### src/rtl/c_subset_token_scanner_top_macros.svh
// assertion helpers used by the scanner core
`ifndef C_SUBSET_TOKEN_SCANNER_TOP_MACROS_SVH
`define C_SUBSET_TOKEN_SCANNER_TOP_MACROS_SVH

// same-cycle implication, disabled during reset
`define CSTOK_ASSERT_SAME(label, clk, rst, ante, cons) \
  label: assert property (@(posedge clk) disable iff (rst) (ante) |-> (cons)) \
    else $error("cstok same-cycle check failed");

// next-cycle implication, disabled during reset
`define CSTOK_ASSERT_NEXT(label, clk, rst, ante, cons) \
  label: assert property (@(posedge clk) disable iff (rst) (ante) |=> (cons)) \
    else $error("cstok next-cycle check failed");

`endif

### src/rtl/cstok_pkg.sv
`timescale 1ns / 1ps
// ----------------------------------------------------------------------------
// cstok_pkg
// types, constants and character-class helpers for the token scanner
// ----------------------------------------------------------------------------
package cstok_pkg;

  localparam int unsigned POSITION_BITS_DEFAULT = 16;

  // result queue geometry
  localparam int unsigned QUEUE_DEPTH = 4;
  localparam int unsigned QPTR_BITS   = 2;
  localparam int unsigned QCNT_BITS   = 3;

  typedef enum logic [2:0] {
    MODE_IDLE      = 3'd0,
    MODE_NUMBER    = 3'd1,
    MODE_IDENT     = 3'd2,
    MODE_LIT_OPEN  = 3'd3,
    MODE_LIT_ESC   = 3'd4,
    MODE_LIT_CLOSE = 3'd5
  } scan_mode_t;

  typedef logic [4:0] kind_t;

  localparam kind_t KIND_EOF     = 5'd0;
  localparam kind_t KIND_LPAREN  = 5'd1;
  localparam kind_t KIND_RPAREN  = 5'd2;
  localparam kind_t KIND_LBRACE  = 5'd3;
  localparam kind_t KIND_RBRACE  = 5'd4;
  localparam kind_t KIND_LBRACK  = 5'd5;
  localparam kind_t KIND_RBRACK  = 5'd6;
  localparam kind_t KIND_ASSIGN  = 5'd7;
  localparam kind_t KIND_PLUS    = 5'd8;
  localparam kind_t KIND_MINUS   = 5'd9;
  localparam kind_t KIND_SLASH   = 5'd10;
  localparam kind_t KIND_STAR    = 5'd11;
  localparam kind_t KIND_SEMI    = 5'd12;
  localparam kind_t KIND_CHARLIT = 5'd13;
  localparam kind_t KIND_NUMBER  = 5'd14;
  localparam kind_t KIND_IDENT   = 5'd15;
  localparam kind_t KIND_KW_CHAR = 5'd16;
  localparam kind_t KIND_UNREC   = 5'd20;
  localparam kind_t KIND_ERR_UNTERM = 5'd21;
  localparam kind_t KIND_ERR_ESCAPE = 5'd22;

  localparam logic [7:0] CHAR_NUL   = 8'h00;
  localparam logic [7:0] CHAR_TAB   = 8'h09;
  localparam logic [7:0] CHAR_LF    = 8'h0A;
  localparam logic [7:0] CHAR_CR    = 8'h0D;
  localparam logic [7:0] CHAR_SPACE = 8'h20;
  localparam logic [7:0] CHAR_QUOTE = 8'h27;
  localparam logic [7:0] CHAR_BSLASH = 8'h5C;

  // reserved words, zero padded to eight characters
  localparam logic [7:0] KW_TEXT [4][8] = '{
    '{"c", "h", "a", "r", 8'h00, 8'h00, 8'h00, 8'h00},
    '{"i", "n", "t", 8'h00, 8'h00, 8'h00, 8'h00, 8'h00},
    '{"v", "o", "i", "d", 8'h00, 8'h00, 8'h00, 8'h00},
    '{"p", "r", "n", "t", "i", "n", "t", 8'h00}
  };
  localparam logic [2:0] KW_LEN [4] = '{3'd4, 3'd3, 3'd4, 3'd7};

  typedef struct packed {
    kind_t       token_kind;
    logic [15:0] token_start;
    logic [15:0] token_length;
    logic [15:0] line_number;
    logic        last_of_run;
  } result_t;

  // up to two results per source byte, compacted into slot0 first
  typedef struct packed {
    logic    valid0;
    logic    valid1;
    result_t slot0;
    result_t slot1;
  } push_t;

  function automatic logic is_digit(input logic [7:0] b);
    return (b >= "0") && (b <= "9");
  endfunction

  function automatic logic is_alpha(input logic [7:0] b);
    return ((b >= "a") && (b <= "z")) || ((b >= "A") && (b <= "Z")) || (b == "_");
  endfunction

  function automatic logic is_space(input logic [7:0] b);
    return (b == CHAR_SPACE) || (b == CHAR_TAB) || (b == CHAR_CR) || (b == CHAR_LF);
  endfunction

  function automatic kind_t punct_kind(input logic [7:0] b);
    kind_t k;
    unique case (b)
      "(":     k = KIND_LPAREN;
      ")":     k = KIND_RPAREN;
      "{":     k = KIND_LBRACE;
      "}":     k = KIND_RBRACE;
      "[":     k = KIND_LBRACK;
      "]":     k = KIND_RBRACK;
      "=":     k = KIND_ASSIGN;
      "+":     k = KIND_PLUS;
      "-":     k = KIND_MINUS;
      "/":     k = KIND_SLASH;
      "*":     k = KIND_STAR;
      ";":     k = KIND_SEMI;
      default: k = KIND_UNREC;
    endcase
    return k;
  endfunction

endpackage

### src/rtl/cstok_if.sv
`timescale 1ns / 1ps
// ----------------------------------------------------------------------------
// cstok_if
// valid/ready channels for source bytes and tokens
// ----------------------------------------------------------------------------
interface cstok_byte_if;
  logic       valid;
  logic       ready;
  logic [7:0] source_byte;

  modport source (output valid, output source_byte, input ready);
  modport sink (input valid, input source_byte, output ready);
endinterface

interface cstok_token_if;
  logic        valid;
  logic        ready;
  logic [4:0]  token_kind;
  logic [15:0] token_start;
  logic [15:0] token_length;
  logic [15:0] line_number;
  logic        last_of_run;

  modport source (
    output valid, output token_kind, output token_start, output token_length,
    output line_number, output last_of_run, input ready
  );
  modport sink (
    input valid, input token_kind, input token_start, input token_length,
    input line_number, input last_of_run, output ready
  );
endinterface

### src/rtl/c_subset_token_scanner_top.sv
`timescale 1ns / 1ps
// ----------------------------------------------------------------------------
// c_subset_token_scanner_top
// streaming scanner for a small c-like language; unstalled, one byte a cycle
// ----------------------------------------------------------------------------
// usage
// - chars: one source byte per transaction; a zero byte ends the source
// - tokens: one token per transaction with kind, start offset, length and
//   line; last_of_run marks the final token caused by one source byte
// - a byte that ends a pending number, identifier or literal and is itself
//   a token gives two token transactions, otherwise one or none
// - a taken byte is scanned from the input register; its results go into
//   the result queue, which drives tokens one result per transaction
// - throughput: one byte per cycle while the queue has room
// - a four-entry result queue sits between scan logic and tokens, so bytes
//   keep flowing while a token waits; when tokens stalls the queue fills,
//   a byte then waits in the input register while fewer than two entries
//   are free, and chars.ready stays low until that byte moves on
// - reset (rst, synchronous) empties the queue and returns the scanner to
//   line one, offset zero, between tokens; the end-of-source token does
//   the same to the scanner state
// ----------------------------------------------------------------------------
module c_subset_token_scanner_top #(
  parameter int unsigned POSITION_BITS = cstok_pkg::POSITION_BITS_DEFAULT
) (
  input  logic          clk,
  input  logic          rst,
  cstok_byte_if.sink    chars,
  cstok_token_if.source tokens
);
  import cstok_pkg::*;

  // results of the current byte, and queue space for them
  push_t push;
  logic  room;

  // input register, scan state and result forming
  cstok_core #(
    .POSITION_BITS(POSITION_BITS)
  ) u_core (
    .clk  (clk),
    .rst  (rst),
    .chars(chars),
    .room (room),
    .push (push)
  );

  // result queue drives the token channel
  cstok_fifo u_fifo (
    .clk   (clk),
    .rst   (rst),
    .push  (push),
    .room  (room),
    .tokens(tokens)
  );

endmodule

### src/rtl/cstok_core.sv
`timescale 1ns / 1ps
`include "c_subset_token_scanner_top_macros.svh"
// ----------------------------------------------------------------------------
// cstok_core
// input register and single-pass scan logic, up to two results per byte
// ----------------------------------------------------------------------------
module cstok_core #(
  parameter int unsigned POSITION_BITS = cstok_pkg::POSITION_BITS_DEFAULT
) (
  input  logic            clk,
  input  logic            rst,
  cstok_byte_if.sink      chars,
  input  logic            room,
  output cstok_pkg::push_t push
);
  import cstok_pkg::*;

  localparam int unsigned PB = POSITION_BITS;
  localparam logic [PB-1:0] POS_MAX = '1;

  logic          in_valid;
  logic [7:0]    in_byte;
  logic          advance;

  scan_mode_t    mode, mode_next;
  logic [PB-1:0] byte_position, byte_position_next;
  logic [PB-1:0] token_begin, token_begin_next;
  logic [15:0]   line_count, line_count_next;
  logic [3:0]    keyword_match, keyword_match_next;

  logic [PB-1:0] used;
  logic [PB:0]   used_inc;
  logic          at_max;
  logic [3:0]    match_cont;
  logic [3:0]    match_first;

  logic          consumed;
  logic          a_valid, b_valid;
  kind_t         a_kind, b_kind;
  logic [PB:0]   a_len;
  logic [15:0]   b_len;
  result_t       res_a, res_b;

  function automatic logic [3:0] kw_step(input logic [3:0] bits, input logic [PB-1:0] k,
                                         input logic [7:0] b);
    logic [3:0] res;
    res = '0;
    for (int i = 0; i < 4; i++) begin
      if (bits[i] && (k < PB'(KW_LEN[i])) && (KW_TEXT[i][k[2:0]] == b)) begin
        res[i] = 1'b1;
      end
    end
    return res;
  endfunction

  // lowest-numbered matching reserved word wins
  function automatic kind_t ident_kind(input logic [3:0] bits, input logic [PB-1:0] len);
    kind_t k;
    k = KIND_IDENT;
    for (int i = 3; i >= 0; i--) begin
      if (bits[i] && (len == PB'(KW_LEN[i]))) begin
        k = KIND_KW_CHAR + 5'(i);
      end
    end
    return k;
  endfunction

  function automatic logic [15:0] sat16(input logic [PB:0] v);
    logic [15:0] r;
    r = (v > (PB + 1)'(17'h0FFFF)) ? 16'hFFFF : 16'(v);
    return r;
  endfunction

  // input register
  assign advance     = in_valid && room;
  assign chars.ready = !in_valid || advance;

  always_ff @(posedge clk) begin
    if (rst) begin
      in_valid <= 1'b0;
    end else if (chars.ready) begin
      in_valid <= chars.valid;
    end
  end

  always_ff @(posedge clk) begin
    if (chars.ready && chars.valid) begin
      in_byte <= chars.source_byte;
    end
  end

  assign used        = byte_position - token_begin;
  assign used_inc    = {1'b0, used} + (PB + 1)'(1);
  assign at_max      = (byte_position == POS_MAX);
  assign match_cont  = at_max ? 4'h0 : kw_step(keyword_match, used, in_byte);
  assign match_first = at_max ? 4'h0 : kw_step(4'hF, '0, in_byte);

  always_comb begin
    mode_next          = mode;
    byte_position_next = byte_position;
    token_begin_next   = token_begin;
    line_count_next    = line_count;
    keyword_match_next = keyword_match;
    consumed = 1'b1;
    a_valid  = 1'b0;
    a_kind   = KIND_EOF;
    a_len    = {1'b0, used};
    b_valid  = 1'b0;
    b_kind   = KIND_EOF;
    b_len    = 16'd0;

    if (advance) begin
      byte_position_next = at_max ? byte_position : byte_position + PB'(1);

      unique case (mode)
        MODE_NUMBER: begin
          if (!is_digit(in_byte)) begin
            a_valid  = 1'b1;
            a_kind   = KIND_NUMBER;
            consumed = 1'b0;
          end
        end
        MODE_IDENT: begin
          if (is_alpha(in_byte) || is_digit(in_byte)) begin
            keyword_match_next = match_cont;
          end else begin
            a_valid  = 1'b1;
            a_kind   = ident_kind(keyword_match, used);
            consumed = 1'b0;
          end
        end
        MODE_LIT_OPEN: begin
          if (in_byte == CHAR_NUL) begin
            a_valid  = 1'b1;
            a_kind   = KIND_ERR_UNTERM;
            consumed = 1'b0;
          end else begin
            mode_next = (in_byte == CHAR_BSLASH) ? MODE_LIT_ESC : MODE_LIT_CLOSE;
          end
        end
        MODE_LIT_ESC: begin
          if (in_byte == CHAR_NUL) begin
            a_valid  = 1'b1;
            a_kind   = KIND_ERR_ESCAPE;
            consumed = 1'b0;
          end else if ((in_byte == CHAR_BSLASH) || (in_byte == "n") ||
                       (in_byte == "t") || (in_byte == "r")) begin
            mode_next = MODE_LIT_CLOSE;
          end else begin
            a_valid   = 1'b1;
            a_kind    = KIND_ERR_ESCAPE;
            a_len     = used_inc;
            mode_next = MODE_IDLE;
          end
        end
        MODE_LIT_CLOSE: begin
          if (in_byte == CHAR_NUL) begin
            a_valid  = 1'b1;
            a_kind   = KIND_ERR_UNTERM;
            consumed = 1'b0;
          end else begin
            a_valid   = 1'b1;
            a_kind    = (in_byte == CHAR_QUOTE) ? KIND_CHARLIT : KIND_ERR_UNTERM;
            a_len     = used_inc;
            mode_next = MODE_IDLE;
          end
        end
        default: begin
          consumed = 1'b0;
        end
      endcase

      // byte not taken by a pending token: scan it from idle
      if (!consumed) begin
        mode_next = MODE_IDLE;
        if (in_byte == CHAR_NUL) begin
          b_valid            = 1'b1;
          b_kind             = KIND_EOF;
          byte_position_next = '0;
          token_begin_next   = '0;
          line_count_next    = 16'd1;
          keyword_match_next = 4'hF;
        end else if (is_space(in_byte)) begin
          if ((in_byte == CHAR_LF) && (line_count != 16'hFFFF)) begin
            line_count_next = line_count + 16'd1;
          end
        end else if (in_byte == CHAR_QUOTE) begin
          token_begin_next = byte_position;
          mode_next        = MODE_LIT_OPEN;
        end else if (is_digit(in_byte)) begin
          token_begin_next = byte_position;
          mode_next        = MODE_NUMBER;
        end else if (is_alpha(in_byte)) begin
          token_begin_next   = byte_position;
          mode_next          = MODE_IDENT;
          keyword_match_next = match_first;
        end else begin
          b_valid = 1'b1;
          b_kind  = punct_kind(in_byte);
          b_len   = 16'd1;
        end
      end
    end
  end

  always_ff @(posedge clk) begin
    if (rst) begin
      mode          <= MODE_IDLE;
      byte_position <= '0;
      token_begin   <= '0;
      line_count    <= 16'd1;
      keyword_match <= 4'hF;
    end else begin
      mode          <= mode_next;
      byte_position <= byte_position_next;
      token_begin   <= token_begin_next;
      line_count    <= line_count_next;
      keyword_match <= keyword_match_next;
    end
  end

  always_comb begin
    res_a.token_kind   = a_kind;
    res_a.token_start  = sat16({1'b0, token_begin});
    res_a.token_length = sat16(a_len);
    res_a.line_number  = line_count;
    res_a.last_of_run  = !b_valid;

    res_b.token_kind   = b_kind;
    res_b.token_start  = sat16({1'b0, byte_position});
    res_b.token_length = b_len;
    res_b.line_number  = line_count;
    res_b.last_of_run  = 1'b1;

    push.valid0 = a_valid || b_valid;
    push.valid1 = a_valid && b_valid;
    push.slot0  = a_valid ? res_a : res_b;
    push.slot1  = res_b;
  end

  `CSTOK_ASSERT_NEXT(a_eof_resets, clk, rst, advance && (in_byte == CHAR_NUL), (byte_position == '0) && (line_count == 16'd1) && (mode == MODE_IDLE))
  `CSTOK_ASSERT_SAME(a_begin_not_ahead, clk, rst, 1'b1, token_begin <= byte_position)
  `CSTOK_ASSERT_SAME(a_pair_ends_token, clk, rst, push.valid1, mode != MODE_IDLE)
  `CSTOK_ASSERT_SAME(a_line_nonzero, clk, rst, 1'b1, line_count != 16'd0)

endmodule

### src/rtl/cstok_fifo.sv
`timescale 1ns / 1ps
// ----------------------------------------------------------------------------
// cstok_fifo
// small result queue, up to two writes and one read per cycle while tokens is ready
// ----------------------------------------------------------------------------
module cstok_fifo (
  input  logic             clk,
  input  logic             rst,
  input  cstok_pkg::push_t push,
  output logic             room,
  cstok_token_if.source    tokens
);
  import cstok_pkg::*;

  result_t              q [QUEUE_DEPTH];
  logic [QPTR_BITS-1:0] wr_ptr, rd_ptr;
  logic [QCNT_BITS-1:0] count, count_next;
  logic [QCNT_BITS-1:0] n_push;
  logic                 pop;
  result_t              head;

  assign n_push = QCNT_BITS'(push.valid0) + QCNT_BITS'(push.valid1);
  assign pop    = tokens.valid && tokens.ready;
  assign room   = count <= QCNT_BITS'(QUEUE_DEPTH - 2);
  assign count_next = count + n_push - QCNT_BITS'(pop);

  always_ff @(posedge clk) begin
    if (rst) begin
      wr_ptr <= '0;
      rd_ptr <= '0;
      count  <= '0;
    end else begin
      wr_ptr <= wr_ptr + n_push[QPTR_BITS-1:0];
      rd_ptr <= rd_ptr + QPTR_BITS'(pop);
      count  <= count_next;
    end
  end

  always_ff @(posedge clk) begin
    if (push.valid0) begin
      q[wr_ptr] <= push.slot0;
    end
    if (push.valid1) begin
      q[wr_ptr + QPTR_BITS'(1)] <= push.slot1;
    end
  end

  assign head = q[rd_ptr];

  assign tokens.valid        = count != '0;
  assign tokens.token_kind   = head.token_kind;
  assign tokens.token_start  = head.token_start;
  assign tokens.token_length = head.token_length;
  assign tokens.line_number  = head.line_number;
  assign tokens.last_of_run  = head.last_of_run;

endmodule
### src/flat_wrapper.sv
// flat-port wrapper written by rule: the top's interface ports become plain ports
module c_subset_token_scanner_top_flat import cstok_pkg::*;
#(
  parameter int unsigned POSITION_BITS = cstok_pkg::POSITION_BITS_DEFAULT
)
  (clk, rst, chars_valid, chars_source_byte, chars_ready, tokens_valid, tokens_token_kind, tokens_token_start, tokens_token_length, tokens_line_number, tokens_last_of_run, tokens_ready);
  cstok_byte_if chars_i ();
  cstok_token_if tokens_i ();
  input  logic clk;
  input  logic rst;
  input wire logic [$bits(chars_i.valid)-1:0] chars_valid;
  input wire logic [$bits(chars_i.source_byte)-1:0] chars_source_byte;
  output wire logic [$bits(chars_i.ready)-1:0] chars_ready;
  output wire logic [$bits(tokens_i.valid)-1:0] tokens_valid;
  output wire logic [$bits(tokens_i.token_kind)-1:0] tokens_token_kind;
  output wire logic [$bits(tokens_i.token_start)-1:0] tokens_token_start;
  output wire logic [$bits(tokens_i.token_length)-1:0] tokens_token_length;
  output wire logic [$bits(tokens_i.line_number)-1:0] tokens_line_number;
  output wire logic [$bits(tokens_i.last_of_run)-1:0] tokens_last_of_run;
  input wire logic [$bits(tokens_i.ready)-1:0] tokens_ready;
  assign chars_i.valid = chars_valid;
  assign chars_i.source_byte = chars_source_byte;
  assign chars_ready = chars_i.ready;
  assign tokens_valid = tokens_i.valid;
  assign tokens_token_kind = tokens_i.token_kind;
  assign tokens_token_start = tokens_i.token_start;
  assign tokens_token_length = tokens_i.token_length;
  assign tokens_line_number = tokens_i.line_number;
  assign tokens_last_of_run = tokens_i.last_of_run;
  assign tokens_i.ready = tokens_ready;
  c_subset_token_scanner_top #(.POSITION_BITS(POSITION_BITS)) u_core (.clk(clk), .rst(rst), .chars(chars_i), .tokens(tokens_i));
endmodule
### config.mk
export PLATFORM = sky130hd
export DESIGN_NAME = c_subset_token_scanner_top_flat
export DESIGN_NICKNAME = d
export VERILOG_FILES = /design/src/rtl/cstok_pkg.sv /design/src/rtl/cstok_if.sv /design/src/rtl/c_subset_token_scanner_top.sv /design/src/rtl/cstok_core.sv /design/src/rtl/cstok_fifo.sv /design/src/flat_wrapper.sv
export VERILOG_INCLUDE_DIRS = /design/src /design/src/rtl
export SDC_FILE = /design/constraint.sdc
export NUM_CORES = 1
export LEC_CHECK = 0
export ABC_CLOCK_PERIOD_IN_PS = 6900
export BUFFER_PORTS_ARGS = -buffer_cell sky130_fd_sc_hd__buf_2
export CORE_MARGIN = 10
export CORE_UTILIZATION = 40
export DETAILED_ROUTE_END_ITERATION = 7
export SETUP_SLACK_MARGIN = 0.3
export SYNTH_ARGS = -nofsm -noshare
export SYNTH_HDL_FRONTEND = slang
export SYNTH_HIERARCHICAL = 1
export SYNTH_SLANG_ARGS = --single-unit
### constraint.sdc
create_clock -name clk -period 6.9 [get_ports clk]
set_clock_uncertainty 0.2 [all_clocks]
set_input_delay 1.38 -clock clk [delete_from_list [all_inputs] [get_ports clk]]
set_output_delay 1.38 -clock clk [all_outputs]
set_load 0.05 [all_outputs]
==> key figures <==
Critical path
  • CP Class: register to register
  • CP Launch Type: register
  • Crit Path Max Fanout: 36
  • Crit-path slowest cell: edfxtp_1
  • Worst Path Arrival: between 5000 and 6000 ps
  • Worst-path cell chain: or4_4 > nor2b_1 > mux2i_4 > a22oi_4 > o211ai_4 > or3_1 > nor2_1 > mux2i_1 > nor2_4 > buf_12
  • Req. time, crit path: just under 7000 ps
  • Slowest Stage Delay on Critical Path: 760 ps
  • Crit. End Element: register

Global routing
  • Total grt overflow: 0
  • Largest net degree at the start of global routing: 57
  • Initial antenna violation count: 0
  • First-pass GRT wire length: between 60000 and 70000 microns
  • Number of global-route vias before repair: approximately 12000
  • Gr usage total: around 16%

Die
  • Die height: 232 microns
  • # IOs: 68
  • Area of the die: approximately 0.054 sq mm
  • Starting Density: 40.5%
  • Cell Rows: just under 80
  • Die W: ~230 microns
  • Core Area: around 0.044 sq mm

Clocking
  • Clk_lat worst skew: 540 ps
  • Cts hold-fix bufs: 0
  • Root buf cell: clkbuf_16
  • Post-CTS setup buffer count: 0
  • H-tree levels: 2
  • TritonCTS buffer count: 34
  • CTS tree: built
  • Number of clock sinks: ~290
  • Worst-path clk slew: roughly 60 ps
  • Post-CTS sizing: 0
  • Clock Path Buffers: 3

STA
  • Slew Limit Fails: 0
  • RSZ-0062 raised after global routing: no
  • Total negative slack: 0 ps
  • Final period utilization: between 70 and 80%
  • Hold Vio Cnt, Final: 0
  • Final WS setup: approximately 1500 ps
  • Minimum clock period: 5410 ps
  • Hold slack: roughly 300 ps
  • Final setup fails: 0
  • Slew headroom: 17.8%
  • Worst-Margin Slew: ~1200 ps
  • F_max: 185 MHz

Drt
  • Drt total wl: 45100 microns
  • Drt pass-1 iters: 5
  • DR iter-0 viols: between 1000 and 1500
  • DR vias/cell: around 5.8
  • DR vias: 12100
  • WL/cell: approximately 21 microns
  • ANT nets after route: 0
  • DRC violations left: 0

Final layout
  • Area Growth Syn to Fin: 7.69%
  • Ant. Diodes: 0
  • Most frequent cells in the layout: 224 x edfxtp_1, 153 x mux2_2, 103 x nor2_1
  • Most common cell after layout, fill and taps aside: edfxtp_1
  • Share of cells above drive strength 1: 28.3%
  • Fin nets: ~1500

Pwr
  • Peak supply drop: 0.212 mV
  • Flop pwr share: roughly 41%
  • Lkg Pwr: 0.00687 uW
  • Power Dens Cells: ~260 mW/mm^2
  • Clock Power Share: roughly a third
  • Switching pwr: 1690 uW
  • Pint: between 3000 and 4000 uW
  • Comb power frac: ~26%
  • Sw frac: about a third

Logic synthesis
  • Synth area leader: edfxtp_1
  • Flop and latch count out of synthesis: between 200 and 300
  • Top cells by area, synth: edfxtp_1 38%, mux2_2 9.6%, dfxtp_1 7.0%, mux4_2 6.8%, mux2_4 4.1%
  • Synth Area in Compound Gates: roughly 10%
  • Register area share after synthesis: between 40% and 50%
  • Syn avg cell area: 11.9 sq um
  • Ys flop type: edfxtp_1
  • Mapped Cells: 1508
  • Post-Synth XOR/XNOR Area: under 10%
  • Post-synthesis mux area share: between 20% and 30%
  • EDFF count, synth: about 220
  • Synth unique cells: around 100
  • Synth Area in Adders: ~2.3%
  • Ys async rst share: 0%
  • Synthesized area: 0.0179 sq mm
  • Combinational family with the most area after synthesis: multiplexers
  • Fraction of the mapped netlist area in simple logic gates: 11.7%
  • Synth top area share: between 30% and 40%
  • Synthesis Warnings: 6

Placement
  • Placer Congestion: around 0.9
  • Post-DP HPWL: ~30000 microns
  • Post-Place Setup Slack: approximately 1500 ps
  • Port bufs: 67

Run status
  • Run status: finished clean

Flow run
  • Max-cap violations: 0

Hold path
  • Worst min-delay path category: register to register
==> Yosys cell counts, drive strengths merged (15+ instances only) <==
master,instances
a21oi,55
a22oi,24
a31oi,15
buf,106
clkbuf,44
dfxtp,63
edfxtp,224
ha,30
inv,46
mux2,220
mux4,54
nand2,96
nand2b,15
nand3,40
nor2,107
nor3,44
nor4,15
o21ai,60
xnor2,29
==> final cells by class <==
cell class                 count  area (sq um)
clock buffer                  43           895
clock inverter                19           166
fill                        4105         25000
inverter                      47           176
multi-input combinational   1038          8840
sequential                   287          7990
tap                          592           741
timing repair buffer          84           500
==> logic make-up after synthesis <==
logic type	Yosys count
adder cells (fa/ha/maj)	32
other	2
AND/OR/NAND/NOR	406
buffers and inverters	197
XOR/XNOR	45
AO/OA/AOI/OAI	254
multiplexers	285
flip-flops	287
==> metal layers <==
| layer | wire length (microns) | global-route usage (%) | vias up | part of all wire [%] |
|---|---|---|---|---|
| li1 | - | - | 5675 | - |
| met1 | 20600 | 22.4 | 6025 | 46 |
| met2 | 21100 | 26.0 | 369 | 47 |
| met3 | 2320 | 2.71 | 66 | 5.1 |
| met4 | 1020 | 4.68 | 0 | 2.3 |
| met5 | 0 | 0 | - | 0 |
==> registers in the layout, summed over array words and instances, names as in the netlist <==
name                         cells
u_core/u_core/in_valid           1
u_core/u_core/byte_position     16
u_core/u_fifo/count              3
u_core/u_core/mode               3
u_core/u_core/keyword_match      4
u_core/u_fifo/wr_ptr             2
u_core/u_core/line_count        16
u_core/u_core/in_byte            8
u_core/u_core/token_begin       16
u_core/u_fifo/q                216
u_core/u_fifo/rd_ptr             2
==> power by group through the flow <==
stage,clock (uW),sequential (uW),combinational (uW)
floorplan,0,2010,1090
global placement,0,2090,1300
detailed placement,0,2100,1300
CTS,1760,2060,1310
global route,1820,2080,1360
finish,1720,2060,1290
==> stage by stage <==
step           power [uW]  util, %  instance area [sq um]  instances
2_1_floorplan        3110        -                  18000       1522
3_3_place_gp         3390     41.2                  18300       2048
3_5_place_dp         3400     41.2                  18300       2048
4_1_cts              5130     43.6                  19300       2110
5_1_grt              5260     43.6                  19300       2110
6_report             5070     43.6                  19300       2110
==> critical path, delay by kind of cell (launching register included) <==
kind	cells	cell delay, ps
buffers and inverters	1	330
DFF	1	760
and+or+nand+nor	5	2860
muxes	2	450
AOI/OAI and AO/OA	2	440
==> worst paths after layout <==
| path | end | cells past startpoint | from | slack (ps) |
|---|---|---|---|---|
| setup reg to reg | u_core/u_fifo/q[1][40] | 10 | u_core/u_core/in_byte[3] | 1490 |
| setup / recovery | u_core/u_fifo/q[1][40] | 10 | u_core/u_core/in_byte[3] | 1490 |
| hold / removal | u_core/u_core/token_begin[7] | 2 | u_core/u_core/token_begin[7] | 300 |
| hold reg to reg | u_core/u_core/token_begin[7] | 2 | u_core/u_core/token_begin[7] | 300 |
(Power assumes the default switching activity.)
